===== src/rtl/core/hse_pkg.sv =====
// Package for the hall sensor emulator with PWM output.
// Register indexes, reset values, the reciprocal of three, phase codes and the six-step latch pattern.
// No dependencies.
`default_nettype none

package hse_pkg;

	localparam int COUNT_WIDTH_DEFAULT = 16;
	localparam int CFG_WIDTH           = 16;
	localparam int CFG_INDEX_WIDTH     = 2;
	localparam int PHASE_WIDTH         = 3;

	localparam logic [CFG_INDEX_WIDTH-1:0] CFG_HALL_CYCLE = 2'd0;
	localparam logic [CFG_INDEX_WIDTH-1:0] CFG_PWM_CYCLE  = 2'd1;
	localparam logic [CFG_INDEX_WIDTH-1:0] CFG_PWM_HIGH   = 2'd2;

	localparam logic [CFG_WIDTH-1:0] HALL_CYCLE_RESET = 16'd9960;
	localparam logic [CFG_WIDTH-1:0] PWM_CYCLE_RESET  = 16'd100;
	localparam logic [CFG_WIDTH-1:0] PWM_HIGH_RESET   = 16'd20;
	// Third of the reset hall period, kept alongside it
	localparam logic [CFG_WIDTH-1:0] HALL_THIRD_RESET = 16'd3320;

	// Reciprocal of three for 16-bit operands: floor(x * RECIP3 / 2^17) = x / 3
	localparam logic [CFG_WIDTH:0] RECIP3       = 17'd43691;
	localparam int                 RECIP3_SHIFT = 17;

	typedef logic [PHASE_WIDTH-1:0] phase_t;

	localparam phase_t PHASE_0 = 3'd0;
	localparam phase_t PHASE_1 = 3'd1;
	localparam phase_t PHASE_2 = 3'd2;
	localparam phase_t PHASE_3 = 3'd3;
	localparam phase_t PHASE_4 = 3'd4;
	localparam phase_t PHASE_5 = 3'd5;

	// Hall lines latched on leaving a phase: bit0 A, bit1 B, bit2 C
	function automatic logic [2:0] hall_latch(input phase_t ph);
		logic [2:0] lines;
		unique case (ph)
			PHASE_0: lines = 3'b001;
			PHASE_1: lines = 3'b011;
			PHASE_2: lines = 3'b010;
			PHASE_3: lines = 3'b110;
			PHASE_4: lines = 3'b100;
			default: lines = 3'b101;
		endcase
		return lines;
	endfunction

endpackage

`default_nettype wire


===== src/rtl/core/hall_sensor_emulator_pwm.sv =====
// Six-step hall sensor emulator with PWM output: top level.
// The result word is registered: it is valid right after the edge that accepts its tick word.
// Throughput one word per cycle while out_ready is high; counter and phase logic is combinational.
// Reset (arst_n low, asynchronous): counters 0, phase 5, hall and PWM lines low,
// registers at 9960 / 100 / 20; no result word pending.
// Depends on hse_pkg.
`default_nettype none

module hall_sensor_emulator_pwm #(
	parameter int COUNT_WIDTH = hse_pkg::COUNT_WIDTH_DEFAULT
) (
	input  wire logic                                clk,
	input  wire logic                                arst_n,
	// Tick channel
	input  wire logic                                in_valid,
	output logic                                     in_ready,
	input  wire logic                                advance,
	// Result channel
	output logic                                     out_valid,
	input  wire logic                                out_ready,
	output logic                                     pwm_level,
	output logic                                     hall_a,
	output logic                                     hall_b,
	output logic                                     hall_c,
	output logic [hse_pkg::PHASE_WIDTH-1:0]          phase_now,
	// Configuration write channel
	input  wire logic                                cfg_valid,
	output logic                                     cfg_ready,
	input  wire logic [hse_pkg::CFG_INDEX_WIDTH-1:0] cfg_index,
	input  wire logic [hse_pkg::CFG_WIDTH-1:0]       cfg_data
);

	// Width that holds both a count and a 16-bit period for compares
	localparam int XW = (COUNT_WIDTH > hse_pkg::CFG_WIDTH) ? COUNT_WIDTH : hse_pkg::CFG_WIDTH;
	localparam int CW = hse_pkg::CFG_WIDTH;
	localparam int PW = CW + CW + 1;

	// Configuration registers
	logic [CW-1:0] hall_cycle_q;
	logic [CW-1:0] pwm_cycle_q;
	logic [CW-1:0] pwm_high_q;
	// Third of the hall period, worked out when the period is written
	logic [CW-1:0] hall_third_q;

	// Block state; the result word is read straight from it
	logic [COUNT_WIDTH-1:0] pwm_count_q;
	logic [COUNT_WIDTH-1:0] hall_count_q;
	hse_pkg::phase_t        phase_q;
	logic [2:0]             hall_lines_q;
	logic                   pwm_line_q;
	logic                   out_valid_q;

	logic                   in_accept;
	logic                   tick;
	logic [PW-1:0]          third_prod;
	logic [COUNT_WIDTH-1:0] pwm_inc;
	logic [COUNT_WIDTH-1:0] hall_inc;
	logic [COUNT_WIDTH-1:0] pwm_next;
	logic [COUNT_WIDTH-1:0] hall_next;
	logic [CW-1:0]          threshold;
	logic [XW-1:0]          cmp_wide;
	logic [COUNT_WIDTH-1:0] cmp_value;
	logic                   phase_step;

	// Config writes never stall
	assign cfg_ready = 1'b1;

	// x / 3 by reciprocal multiply; exact over the full 16-bit range
	assign third_prod = PW'(cfg_data) * PW'(hse_pkg::RECIP3);

	always_ff @(posedge clk or negedge arst_n) begin
		if (!arst_n) begin
			hall_cycle_q <= hse_pkg::HALL_CYCLE_RESET;
			pwm_cycle_q  <= hse_pkg::PWM_CYCLE_RESET;
			pwm_high_q   <= hse_pkg::PWM_HIGH_RESET;
			hall_third_q <= hse_pkg::HALL_THIRD_RESET;
		end else if (cfg_valid && cfg_ready) begin
			unique case (cfg_index)
				hse_pkg::CFG_HALL_CYCLE: begin
					hall_cycle_q <= cfg_data;
					hall_third_q <= third_prod[hse_pkg::RECIP3_SHIFT +: CW];
				end
				hse_pkg::CFG_PWM_CYCLE: pwm_cycle_q <= cfg_data;
				hse_pkg::CFG_PWM_HIGH:  pwm_high_q  <= cfg_data;
				default: ; // drop writes beyond the register list
			endcase
		end
	end

	// Take a new word whenever the result slot is empty or being drained this cycle
	assign in_ready  = !out_valid_q || out_ready;
	assign in_accept = in_valid && in_ready;
	assign tick      = in_accept && advance;

	// Pre-increment with natural wrap, then clear once the period is reached
	assign pwm_inc   = pwm_count_q + 1'b1;
	assign hall_inc  = hall_count_q + 1'b1;
	assign pwm_next  = (XW'(pwm_inc) >= XW'(pwm_cycle_q)) ? '0 : pwm_inc;
	assign hall_next = (XW'(hall_inc) >= XW'(hall_cycle_q)) ? '0 : hall_inc;

	// Phase thresholds from P, P/2, P/3 and P/6 = (P/3)/2
	always_comb begin
		unique case (phase_q)
			hse_pkg::PHASE_0: threshold = hall_third_q >> 1;
			hse_pkg::PHASE_1: threshold = hall_third_q;
			hse_pkg::PHASE_2: threshold = hall_cycle_q >> 1;
			hse_pkg::PHASE_3: threshold = hall_third_q << 1;
			hse_pkg::PHASE_4: threshold = (hall_cycle_q >> 1) + hall_third_q;
			default:          threshold = hall_cycle_q;
		endcase
	end

	// A zero threshold wraps to all ones and the phase never steps
	assign cmp_wide   = XW'(threshold) - 1'b1;
	assign cmp_value  = cmp_wide[COUNT_WIDTH-1:0];
	assign phase_step = (hall_next == cmp_value);

	always_ff @(posedge clk or negedge arst_n) begin
		if (!arst_n) begin
			pwm_count_q  <= '0;
			hall_count_q <= '0;
			phase_q      <= hse_pkg::PHASE_5;
			hall_lines_q <= '0;
			pwm_line_q   <= 1'b0;
		end else if (tick) begin
			pwm_count_q  <= pwm_next;
			pwm_line_q   <= (XW'(pwm_next) < XW'(pwm_high_q));
			hall_count_q <= hall_next;
			if (phase_step) begin
				hall_lines_q <= hse_pkg::hall_latch(phase_q);
				phase_q      <= (phase_q == hse_pkg::PHASE_5) ? hse_pkg::PHASE_0
				                : hse_pkg::phase_t'(phase_q + 1'b1);
			end
		end
	end

	// Every accepted word yields one result word; hold it until taken
	always_ff @(posedge clk or negedge arst_n) begin
		if (!arst_n) begin
			out_valid_q <= 1'b0;
		end else if (in_accept) begin
			out_valid_q <= 1'b1;
		end else if (out_ready) begin
			out_valid_q <= 1'b0;
		end
	end

	// State only moves on an accept, so it stays put while a result waits
	assign out_valid = out_valid_q;
	assign pwm_level = pwm_line_q;
	assign hall_a    = hall_lines_q[0];
	assign hall_b    = hall_lines_q[1];
	assign hall_c    = hall_lines_q[2];
	assign phase_now = phase_q;

`ifndef SYNTH
	// A hold word leaves counters and phase untouched
	a_hold_keeps_state: assert property (@(posedge clk) disable iff (!arst_n)
		(in_accept && !advance) |=> ($stable(hall_count_q) && $stable(phase_q)
		&& $stable(pwm_count_q)))
		else $error("hold word changed state");

	// A phase change latches the pattern of the phase it left
	a_phase_latch: assert property (@(posedge clk) disable iff (!arst_n)
		(tick && phase_step) |=> (hall_lines_q == hse_pkg::hall_latch($past(phase_q))))
		else $error("hall lines do not match the phase left");

	// A pending result is only retired when taken or replaced
	a_result_kept: assert property (@(posedge clk) disable iff (!arst_n)
		(out_valid_q && !out_ready) |=> (out_valid_q && $stable(phase_q)
		&& $stable(hall_lines_q) && $stable(pwm_line_q)))
		else $error("pending result lost or changed");
`endif

endmodule

`default_nettype wire


===== config.mk =====
export PLATFORM = sky130hd
export DESIGN_NAME = hall_sensor_emulator_pwm
export DESIGN_NICKNAME = d
export VERILOG_FILES = /design/src/rtl/core/hse_pkg.sv /design/src/rtl/core/hall_sensor_emulator_pwm.sv
export SDC_FILE = /design/constraint.sdc
export NUM_CORES = 1
export LEC_CHECK = 0
export ABC_AREA = 1
export BUFFER_PORTS_ARGS = -buffer_cell sky130_fd_sc_hd__buf_2
export CAP_MARGIN = 20
export CORE_UTILIZATION = 35
export CTS_BUF_LIST = sky130_fd_sc_hd__clkbuf_4
export CTS_CLUSTER_DIAMETER = 60
export DETAILED_ROUTE_END_ITERATION = 10
export GPL_TIMING_DRIVEN = 0
export PLACE_DENSITY = 0.49
export SLEW_MARGIN = 25
export SYNTH_ARGS = -nofsm -noshare
export SYNTH_HDL_FRONTEND = slang
export SYNTH_SLANG_ARGS = --single-unit
export TNS_END_PERCENT = 30

===== constraint.sdc =====
create_clock -name clk -period 10.8 [get_ports clk]
set_input_delay 1.62 -clock clk [delete_from_list [all_inputs] [get_ports clk]]
set_output_delay 1.62 -clock clk [all_outputs]
set_load 0.005 [all_outputs]

==> results_dict.tcl, run 1 <==
set metrics [dict create \
    die_h_um 193.9 \
    power.density_nw_per_um2 253.0 \
    coreArea_um2 35910 \
    drt_iter0_markers 523 \
    drtPass1Iterations 5 \
    fin_nets 2113 \
    hp-class "register to register" \
    rsz0062_at_grt "false" \
    cts_tree "done" \
    grt_use_met1 0.2724 \
    num-fill-cells 3923 \
    regArea_um2 2604 \
    fp.dieW_um 193.9 \
    cp-end-kind "register" \
    cp_max_fo 5 \
    synthArstFlopShare 1.000 \
    setup_ws_ns 4.440 \
    totalWireLength_mm 36.84 \
    hold_viol 0 \
    die_area_um2 37590 \
    reg2regPathDepth 30 \
    r2r_slack_ns 5.84 \
    wl_per_cell_um 16.15 \
    crit_path_start_kind "input port" \
    yosysTopAreaCell "ha_1" \
    cts_sinks 103 \
    syn_to_final_growth_pct 6.982 \
    tightest_slew_ns 0.5933 \
    numPortBuffers 32 \
    post-cts-setup-buffers 0 \
    synth_flop_cell "dfrtp_1" \
    grtUsageTotal 0.2015 \
    drc_errors 0 \
    ys_ff_latch 103 \
    min_path_cells 2 \
    setup.worst_path.class "input port to register" \
    cap_violations 0 \
    use_met3 0.01792 \
    grt_pass1_wl_mm 59.22 \
    skew_ns 0.03047 \
    synthTopCellsByCount "nand2_1, inv_1, ha_1, o21ai_0, nand3_1" \
    crit_chain "buf_2, ha_1, fa_1, inv_1, fa_1, fa_1, inv_1, fa_1, inv_1, fa_1, inv_1, ha_1, a21oi_1, o21ai_0, nand2_1, a21oi_1, a2111oi_0, nand3b_1, nand3_1, nand2_1" \
    setup_viol 0 \
    start_util 0.3588 \
    cpMostUsedCell "fa_1" \
    avgViaCountPerCell 4.881 \
    tns_ns 0 \
    synth_area_um2 12880 \
    fin_area_um2 13780 \
    cts-resized-gates 0 \
    peakVddDrop_mv 0.1050 \
    grt_pass1_vias 11101 \
    status "completed" \
    ys_seq_area_frac 0.2021 \
    synth_edf_count 0 \
    slew_viol_final 0 \
    cts_buffer_depth 2 \
    pre_cts_ws_ns 3.967 \
    totalPowerFinal_mw 3.488 \
    worstPathArrival_ns 6.77 \
    critPathRequiredTime_ns 11.21 \
    ys_warn_count 0 \
    slowest_delay_ns 0.54 \
    drtAntennaViolNets 0 \
    dp_hpwl_mm 31.38 \
    fin_util 0.3838 \
    max_slew_margin 0.6045 \
    pin_count 34 \
    yosys.cell_count.top_type "nand2_1" \
    leakagePower_nw 7.579 \
    grt-ovfl-total 0 \
    layout-drive-gt1-share 0.06762 \
    ctsHtreeMaxLevel 3 \
    clk_latency_ns 0.52 \
    num_rows 69 \
    ctsHoldBuffers 0 \
    cts_root_buf "clkbuf_4" \
    synth_fp_nets 2069 \
    holdWs_ns 0.4854 \
    grt_util_met2 0.3511 \
    finalNonFillerCells 2281 \
    routabilityCongestion 0.8961 \
    crit_slowest_cell "fa_1" \
    fin_crit_sh 0.5889 \
    multi_input_area_um2 8780 \
    post_dp_cell_area_um2 13660 \
    grt_start_max_net_pins 64 \
    yosys-top-cells-area "ha_1, dfrtp_1, fa_1" \
    grt_antenna_before_repair 1 \
    synth_cell_type_count 47 \
    route.vias.total 11134 \
    fmax_mhz 157.2 \
    synthCells 1770 \
    syn_area_per_cell_um2 7.280 \
    busiest_layer "met2" \
    finalCriticalPeriod_ns 6.360 \
    cts_inserted_buffers 9 \
    clk_pin_slew_worst_paths_ns 0.17 \
    dp.cells 2264 \
    synth_top_area_share 0.1864 \
]
[routing by layer]
layer	wire length, um	vias to the layer above
met5	0	-
met4	432	0
met3	839	22
met2	17770	144
met1	17790	5259
li1	-	5709
[worst max-delay path, delay by kind of cell]
family / cells / cell delay (ns)
fa+ha+maj: 7 / 3.32
compound gates: 4 / 0.97
simple gates: 4 / 0.43
buf+inv: 5 / 0.40
[state kept, by name, indices dropped and copies added (netlist names)]
| name | flops |
|---|---|
| hall_cycle_q | 16 |
| hall_lines_q | 3 |
| pwm_level | 1 |
| hall_count_q | 16 |
| out_valid | 1 |
| pwm_high_q | 16 |
| pwm_cycle_q | 16 |
| phase_now | 3 |
| hall_third_q | 15 |
| pwm_count_q | 16 |
[layout make-up]
type	count	area share
Sequential cell	103	0.1889
Buffer	29	0.009531
Antenna cell	1	0.0001815
Inverter	365	0.09939
Clock buffer	9	0.004902
Timing Repair Buffer	33	0.01407
Multi-Input combinational cell	1273	0.6369
Clock inverter	7	0.004266
Tap cell	461	0.04184
[layout by cell type, fill, tap and decap left out, drive strengths merged, types with 3 or more instances in the layout]
cell type	instances
a211oi	3
a21o	3
a21oi	68
a31oi	3
and2	3
buf	40
clkbuf	31
clkinv	5
dfrtp	82
dfstp	21
fa	83
ha	192
inv	366
nand2	441
nand3	117
nand3b	3
nand4	22
nor2	121
nor3	16
o21a	7
o21ai	126
o21bai	6
o22ai	5
or2	5
xnor2	12
xor2	21
[final timing paths]
| path | from | to |
|---|---|---|
| min | hall_lines_q[0] | hall_lines_q[0] |
| max in group asynchronous | arst_n | hall_cycle_q[10] |
| max | cfg_data[3] | hall_third_q[14] |
| min in group asynchronous | arst_n | hall_count_q[2] |
| min reg2reg | hall_lines_q[0] | hall_lines_q[0] |
| max reg2reg | pwm_count_q[0] | pwm_level |
[report_power, final]
part	internal [mW]	leakage, nW	switching [mW]	total (mW)
Sequential	0.494	1.27	0.115	0.609
Combinational	1.00	6.24	1.68	2.68
Clock	0.0497	0.0667	0.149	0.198
Total	1.55	7.58	1.94	3.49
[cell families (layout without fill, tap and decap cells)]
logic type / Yosys count / count (layout) / share of synthesized area
buffers and inverters: 394 / 443 / 0.1165
other: 1 / 2 / 0.0002910
xor gates and xnor gates: 33 / 33 / 0.02243
AOI/OAI and AO/OA: 232 / 232 / 0.09749
DFF: 103 / 103 / 0.2021
adders and majority gates: 275 / 275 / 0.3154
and+or+nand+nor: 732 / 732 / 0.2458
No activity file was read; power rests on OpenSTA's default activity.
==> run 2, diff against run 1 <==
--- a/config.mk
+++ b/config.mk
@@ -13,7 +13,7 @@
 export CTS_CLUSTER_DIAMETER = 60
 export DETAILED_ROUTE_END_ITERATION = 10
 export GPL_TIMING_DRIVEN = 0
-export PLACE_DENSITY = 0.49
+export PLACE_DENSITY = 0.51
 export SLEW_MARGIN = 25
 export SYNTH_ARGS = -nofsm -noshare
 export SYNTH_HDL_FRONTEND = slang
==> constraint.sdc (replaced) <==
create_clock -name clk -period 5.35 [get_ports clk]
set_input_delay 0.8025 -clock clk [delete_from_list [all_inputs] [get_ports clk]]
set_output_delay 0.8025 -clock clk [all_outputs]
set_load 0.005 [all_outputs]
==> run 2 against run 1 <==
  * Global-route usage is 0.51 points lower
  * Sequential share of layout area is 0.15 points lower
  * Clock skew is 0.013 ns higher
  * Worst hold slack worse by 0.35 ns
  * Critical path type unchanged
  * Flip-flop and latch count stayed put
  * Clock power is 130% higher
  * Die area stayed put
  * Routed wire length is 2.4% lower
  * Clock-buffer cell count stayed put
  * Total power is 110% higher
==> results_dict.tcl, run 2 (synthesis results as in run 1) <==
set metrics [dict create \
    status "completed" \
    skew_ns 0.04369 \
    cts_root_buf "clkbuf_4" \
    layout_commonest_cell "nand2_1" \
    swShare 0.5551 \
    max_slew_margin 0.5714 \
    cap_violations 0 \
    die_area_um2 37590 \
    rsz0062_at_grt "true" \
    pin_count 34 \
    p_comb_frac 0.768 \
    clk_pin_slew_worst_paths_ns 0.24 \
    r2r_slack_ns 0.62 \
    critPathRequiredTime_ns 5.75 \
    grtUsageTotal 0.1964 \
    clock_power_share 0.063 \
    coreArea_um2 35910 \
    layout-drive-gt1-share 0.07536 \
    hold_viol 0 \
    power_frac_seq 0.169 \
    r2r_start "hall_count_q[0]" \
    avgViaCountPerCell 4.866 \
    power.density_nw_per_um2 524.1 \
    drtPass1Iterations 5 \
    power.internal_mw 3.240 \
    die_h_um 193.9 \
    fin_crit_sh 0.9726 \
    num_rows 69 \
    drt_iter0_markers 513 \
    ctsHtreeMaxLevel 3 \
    cp_max_fo 5 \
    grt_antenna_before_repair 1 \
    peakVddDrop_mv 0.2359 \
    cts_tree "done" \
    tightest_slew_ns 0.6428 \
    routabilityCongestion 0.8833 \
    wl_per_cell_um 15.78 \
    grt_pass1_vias 11159 \
    cts_sinks 103 \
    cp-end-kind "register" \
    fin_nets 2112 \
    drc_errors 0 \
    layout_common_cells "nand2_1, inv_1, ha_1, o21ai_0, nand3_1" \
    hp-class "input port to async pin" \
    reg2regPathDepth 26 \
    p_switching_mw 4.043 \
    cts_inserted_buffers 9 \
    clk_latency_ns 0.53 \
    crit_path_start_kind "input port" \
    holdWs_ns 0.1376 \
    grt_pass1_wl_mm 58.82 \
    finalCriticalPeriod_ns 5.203 \
    dp_hpwl_mm 30.62 \
    fin_area_um2 13890 \
    cts_buffer_depth 2 \
    drtAntennaViolNets 0 \
    route.vias.total 11095 \
    fp.dieW_um 193.9 \
    numPortBuffers 32 \
    start_util 0.3588 \
    worstReg2RegEnd "hall_lines_q[0]" \
    totalWireLength_mm 35.97 \
    grt_start_max_net_pins 72 \
    setup_viol 0 \
    setup.worst_path.class "input port to register" \
    leakagePower_nw 7.599 \
    worstPathArrival_ns 5.61 \
    fmax_mhz 192.2 \
    grt-ovfl-total 0 \
    post_dp_cell_area_um2 13660 \
    slew_viol_final 0 \
    syn_to_final_growth_pct 7.837 \
]
run 2: final cells by class:
type	instances	area (um2)
multi-input combinational	1273	8861
tap	461	576.8
antenna	1	2.502
inverter	365	1370
buffer	28	127.6
clock inverter	7	88.84
fill	3881	22020
timing repair buffer	33	196.4
sequential	103	2604
clock buffer	9	67.56
run 2: what timing repair did:
action                                  in CTS  in global routing
pin swaps                                    0                  3
resized for setup                            5                 12
endpoints found under the setup margin       3                 11
setup buffers                                0                  0
hold buffers                                 0                  0
run 2: critical path: stages:
cell and delay [ns]:
buf_2 0.17, ha_1 0.37, fa_1 0.53, inv_1 0.09, fa_1 0.45, fa_1 0.51
inv_1 0.05, fa_1 0.53, inv_1 0.05, fa_1 0.55, inv_1 0.07, ha_4 0.30
nand2_1 0.09, o21ai_0 0.32, nand2_1 0.11, a21oi_1 0.24, a2111oi_2 0.07, nand2_1 0.10
nand2_1 0.05, nand3_1 0.09, nand2_1 0.05
run 2: layer usage:
| metal | up-vias | GRT usage | part of all wire |
|---|---|---|---|
| met4 | 0 | 0.03322 | 0.0080 |
| met1 | 5243 | 0.2724 | 0.49 |
| met3 | 14 | 0.01565 | 0.027 |
| met2 | 144 | 0.3372 | 0.48 |
| li1 | 5694 | - | - |
| met5 | - | 0 | 0 |
run 2: how the worst max path moves through the flow:
stage                           start  cells past startpoint          endpoint  slack [ns]
after global routing      cfg_data[2]                     21  hall_third_q[11]       -0.08
after floorplan           cfg_data[3]                     19  hall_third_q[14]        0.04
after CTS                 cfg_data[3]                     21   hall_third_q[6]      -0.005
after global placement    cfg_data[3]                     20  hall_third_q[14]       -0.72
final                     cfg_data[2]                     21  hall_third_q[14]        0.15
after detailed placement  cfg_data[3]                     20  hall_third_q[14]       -0.73
run 2: power groups by stage:
stage	logic [mW]	clock network, mW	registers, mW
after CTS	5.49	0.471	1.23
after detailed placement	5.41	0	1.24
final	5.59	0.459	1.23
after floorplan	4.10	0	1.14
after global placement	5.36	0	1.24
after global routing	6.40	0.499	1.26
run 2: through the flow:
stage / setup TNS [ns] / util / total power, mW / setup WS, ns / cells
after floorplan: 0 / - / 5.242 / 0.03509 / 1770
after global placement: -6.289 / 0.3793 / 6.600 / -0.7151 / 2263
after detailed placement: -6.232 / 0.3802 / 6.647 / -0.7348 / 2264
after CTS: -0.004603 / 0.3850 / 7.183 / -0.004603 / 2280
after global routing: -0.2073 / 0.3869 / 8.158 / -0.08206 / 2280
final: 0 / 0.3869 / 7.282 / 0.1466 / 2280
==> run 3, diff against run 2 <==
--- a/config.mk
+++ b/config.mk
@@ -13,7 +13,7 @@
 export CTS_CLUSTER_DIAMETER = 60
 export DETAILED_ROUTE_END_ITERATION = 10
 export GPL_TIMING_DRIVEN = 0
-export PLACE_DENSITY = 0.51
+export PLACE_DENSITY = 0.58
 export SLEW_MARGIN = 25
 export SYNTH_ARGS = -nofsm -noshare
 export SYNTH_HDL_FRONTEND = slang
==> run 3 against run 2 <==
  * Worst setup slack better by 0.016 ns
  * Register-to-register slack worse by 0.06 ns
  * Final area about the same
  * Clock power down 4.8%
  * Largest power group unchanged
  * Sequential power about the same
  * Utilization about the same
  * Largest cell class unchanged
  * Critical endpoint is now hall_third_q[11]
  * Final cell count about the same
  * Fmax up 0.32%
  * Clock-buffer cell count unchanged
  * Total power down 2.1%
  * Die area unchanged
==> results_dict.tcl, run 3 (synthesis results as in run 1) <==
set metrics [dict create \
    worstReg2RegEnd "pwm_level" \
    syn_to_final_growth_pct 7.759 \
    setup.worst_path.class "input port to register" \
    crit_start "cfg_data[3]" \
    power_frac_seq 0.171 \
    cp_max_fo 5 \
    drtAntennaViolNets 0 \
    clock_power_share 0.061 \
    finalNonFillerCells 2281 \
    leakagePower_nw 7.606 \
    p_switching_mw 3.946 \
    pre_cts_ws_ns -0.6736 \
    cap_violations 0 \
    power.density_nw_per_um2 513.7 \
    ctsHoldBuffers 0 \
    die_area_um2 37590 \
    status "completed" \
    setup_viol 0 \
    max_slew_margin 0.5899 \
    cts_tree "done" \
    critPathCapture "hall_third_q[11]" \
    cp-end-kind "register" \
    met3_length_mm 1.242 \
    power.internal_mw 3.186 \
    critPathRequiredTime_ns 5.78 \
    fin_nets 2113 \
    totalWireLength_mm 34.37 \
    slowest_delay_ns 0.55 \
    reg2regPathDepth 31 \
    slew_viol_final 0 \
    dp.cells 2264 \
    ctsHtreeMaxLevel 3 \
    critPathBufInv 6 \
    cts_root_buf "clkbuf_4" \
    r2r_start "pwm_count_q[0]" \
    holdWs_ns 0.1532 \
    p_comb_frac 0.768 \
    clk_latency_ns 0.52 \
    grt-ovfl-total 0 \
    path_delay_family "adder cells" \
    finalCriticalPeriod_ns 5.187 \
    fmax_mhz 192.8 \
    layout-drive-gt1-share 0.07697 \
    drtPass1Iterations 6 \
    crit_path_start_kind "input port" \
    fin_area_um2 13880 \
    cts_buffer_depth 2 \
    path_depth 21 \
    wl_per_cell_um 15.07 \
    dr_wl_met2_mm 15.71 \
    skew_ns 0.02276 \
    num_rows 69 \
    grtUsageTotal 0.1901 \
    worstPathArrival_ns 5.62 \
    post-cts-setup-buffers 0 \
    crit_chain "buf_2, ha_4, fa_1, inv_1, fa_1, fa_1, inv_1, fa_1, inv_1, fa_1, inv_1, ha_2, nand2_1, nor2_2, inv_1, nor4_1, nand2_1, o211ai_1, or2_2, nand3_1, o21ai_0" \
    wl_met1_mm 16.84 \
    cts_sinks 103 \
    routabilityCongestion 0.9027 \
    fin_crit_sh 0.9695 \
    layout_common_cells "nand2_1, inv_1, ha_1, o21ai_0, nand3_1" \
    swShare 0.5533 \
    start_util 0.3588 \
    cts_inserted_buffers 9 \
    avgViaCountPerCell 4.867 \
    hold_viol 0 \
    drc_errors 0 \
    crit_slowest_cell "fa_1" \
    die_h_um 193.9 \
    peakVddDrop_mv 0.3094 \
    routed.top_layer "met4" \
    pin_count 34 \
    dp_hpwl_mm 28.99 \
    grt_pass1_vias 11171 \
    clk_pin_slew_worst_paths_ns 0.18 \
    setup_ws_ns 0.1631 \
    numPortBuffers 32 \
    r2r_slack_ns 0.56 \
    route.vias.total 11102 \
    drt_iter0_markers 622 \
    grt_start_max_net_pins 72 \
    hp-class "input port to async pin" \
    grt_antenna_before_repair 1 \
    tightest_slew_ns 0.6151 \
    fp.dieW_um 193.9 \
    post_dp_cell_area_um2 13660 \
    coreArea_um2 35910 \
    layout_commonest_cell "nand2_1" \
    grt_pass1_wl_mm 57.10 \
]
run 3: cell types whose count changed in the layout (fill, tap and decap cells not counted), sizes merged:
cell | previous run | this run
clkbuf | 31 | 33
buf | 39 | 38
run 3: metal layers:
layer	GRT usage	vias up
li1	-	5686
met1	0.2673	5184
met3	0.01687	36
met2	0.3158	196
met4	0.04321	0
met5	0	-
run 3: worst register-to-register path, delay by kind of cell (launching register included):
family,cells,cell delay (ns)
compound gates,7,1.06
xor+xnor,1,0.24
fa+ha+maj,2,0.58
buf+inv,7,0.69
flops,1,0.45
simple gates,14,1.79
run 3: stage by stage:
stage | TNS, ns | power (mW) | utilization
5_1_grt | -0.005198 | 8.076 | 0.3866
3_5_place_dp | -5.834 | 6.568 | 0.3802
4_1_cts | 0 | 7.079 | 0.3845
6_report | 0 | 7.132 | 0.3866
3_3_place_gp | -5.701 | 6.497 | 0.3793
2_1_floorplan | 0 | 5.242 | -
run 3: layout make-up:
cell class              count  area, um2
diodes                      1      2.502
plain buffers              29      132.6
clock buffers               9      67.56
clock inverters             7      81.33
fillers                  3847      22030
inverters                 365       1370
multi-input cells        1273       8851
flip-flops and latches    103       2604
well taps                 461      576.8
repair buffers             33      198.9
run 3: worst min-delay path by stage:
| stage | slack, ns | cells past startpoint | startpoint | end |
|---|---|---|---|---|
| after floorplan | 0.45 | 2 | pwm_cycle_q[10] | pwm_cycle_q[10] |
| after global placement | 0.45 | 2 | hall_lines_q[2] | hall_lines_q[2] |
| after detailed placement | 0.45 | 2 | hall_lines_q[1] | hall_lines_q[1] |
| after CTS | 0.14 | 1 | arst_n | phase_now[1] |
| after global routing | 0.12 | 1 | arst_n | hall_count_q[1] |
| final | 0.15 | 1 | arst_n | phase_now[1] |
run 3: what timing repair did:
item	in CTS	in global routing
resized for setup	3	23
endpoints found under the hold margin	0	0
setup endpoints to repair	3	11
pin swaps	0	1
run 3: power by group through the flow:
| stage | registers [mW] | logic (mW) | clock network [mW] |
|---|---|---|---|
| after floorplan | 1.14 | 4.10 | 0 |
| after global placement | 1.23 | 5.27 | 0 |
| after detailed placement | 1.23 | 5.34 | 0 |
| after CTS | 1.22 | 5.40 | 0.460 |
| after global routing | 1.24 | 6.35 | 0.484 |
| final | 1.22 | 5.47 | 0.437 |
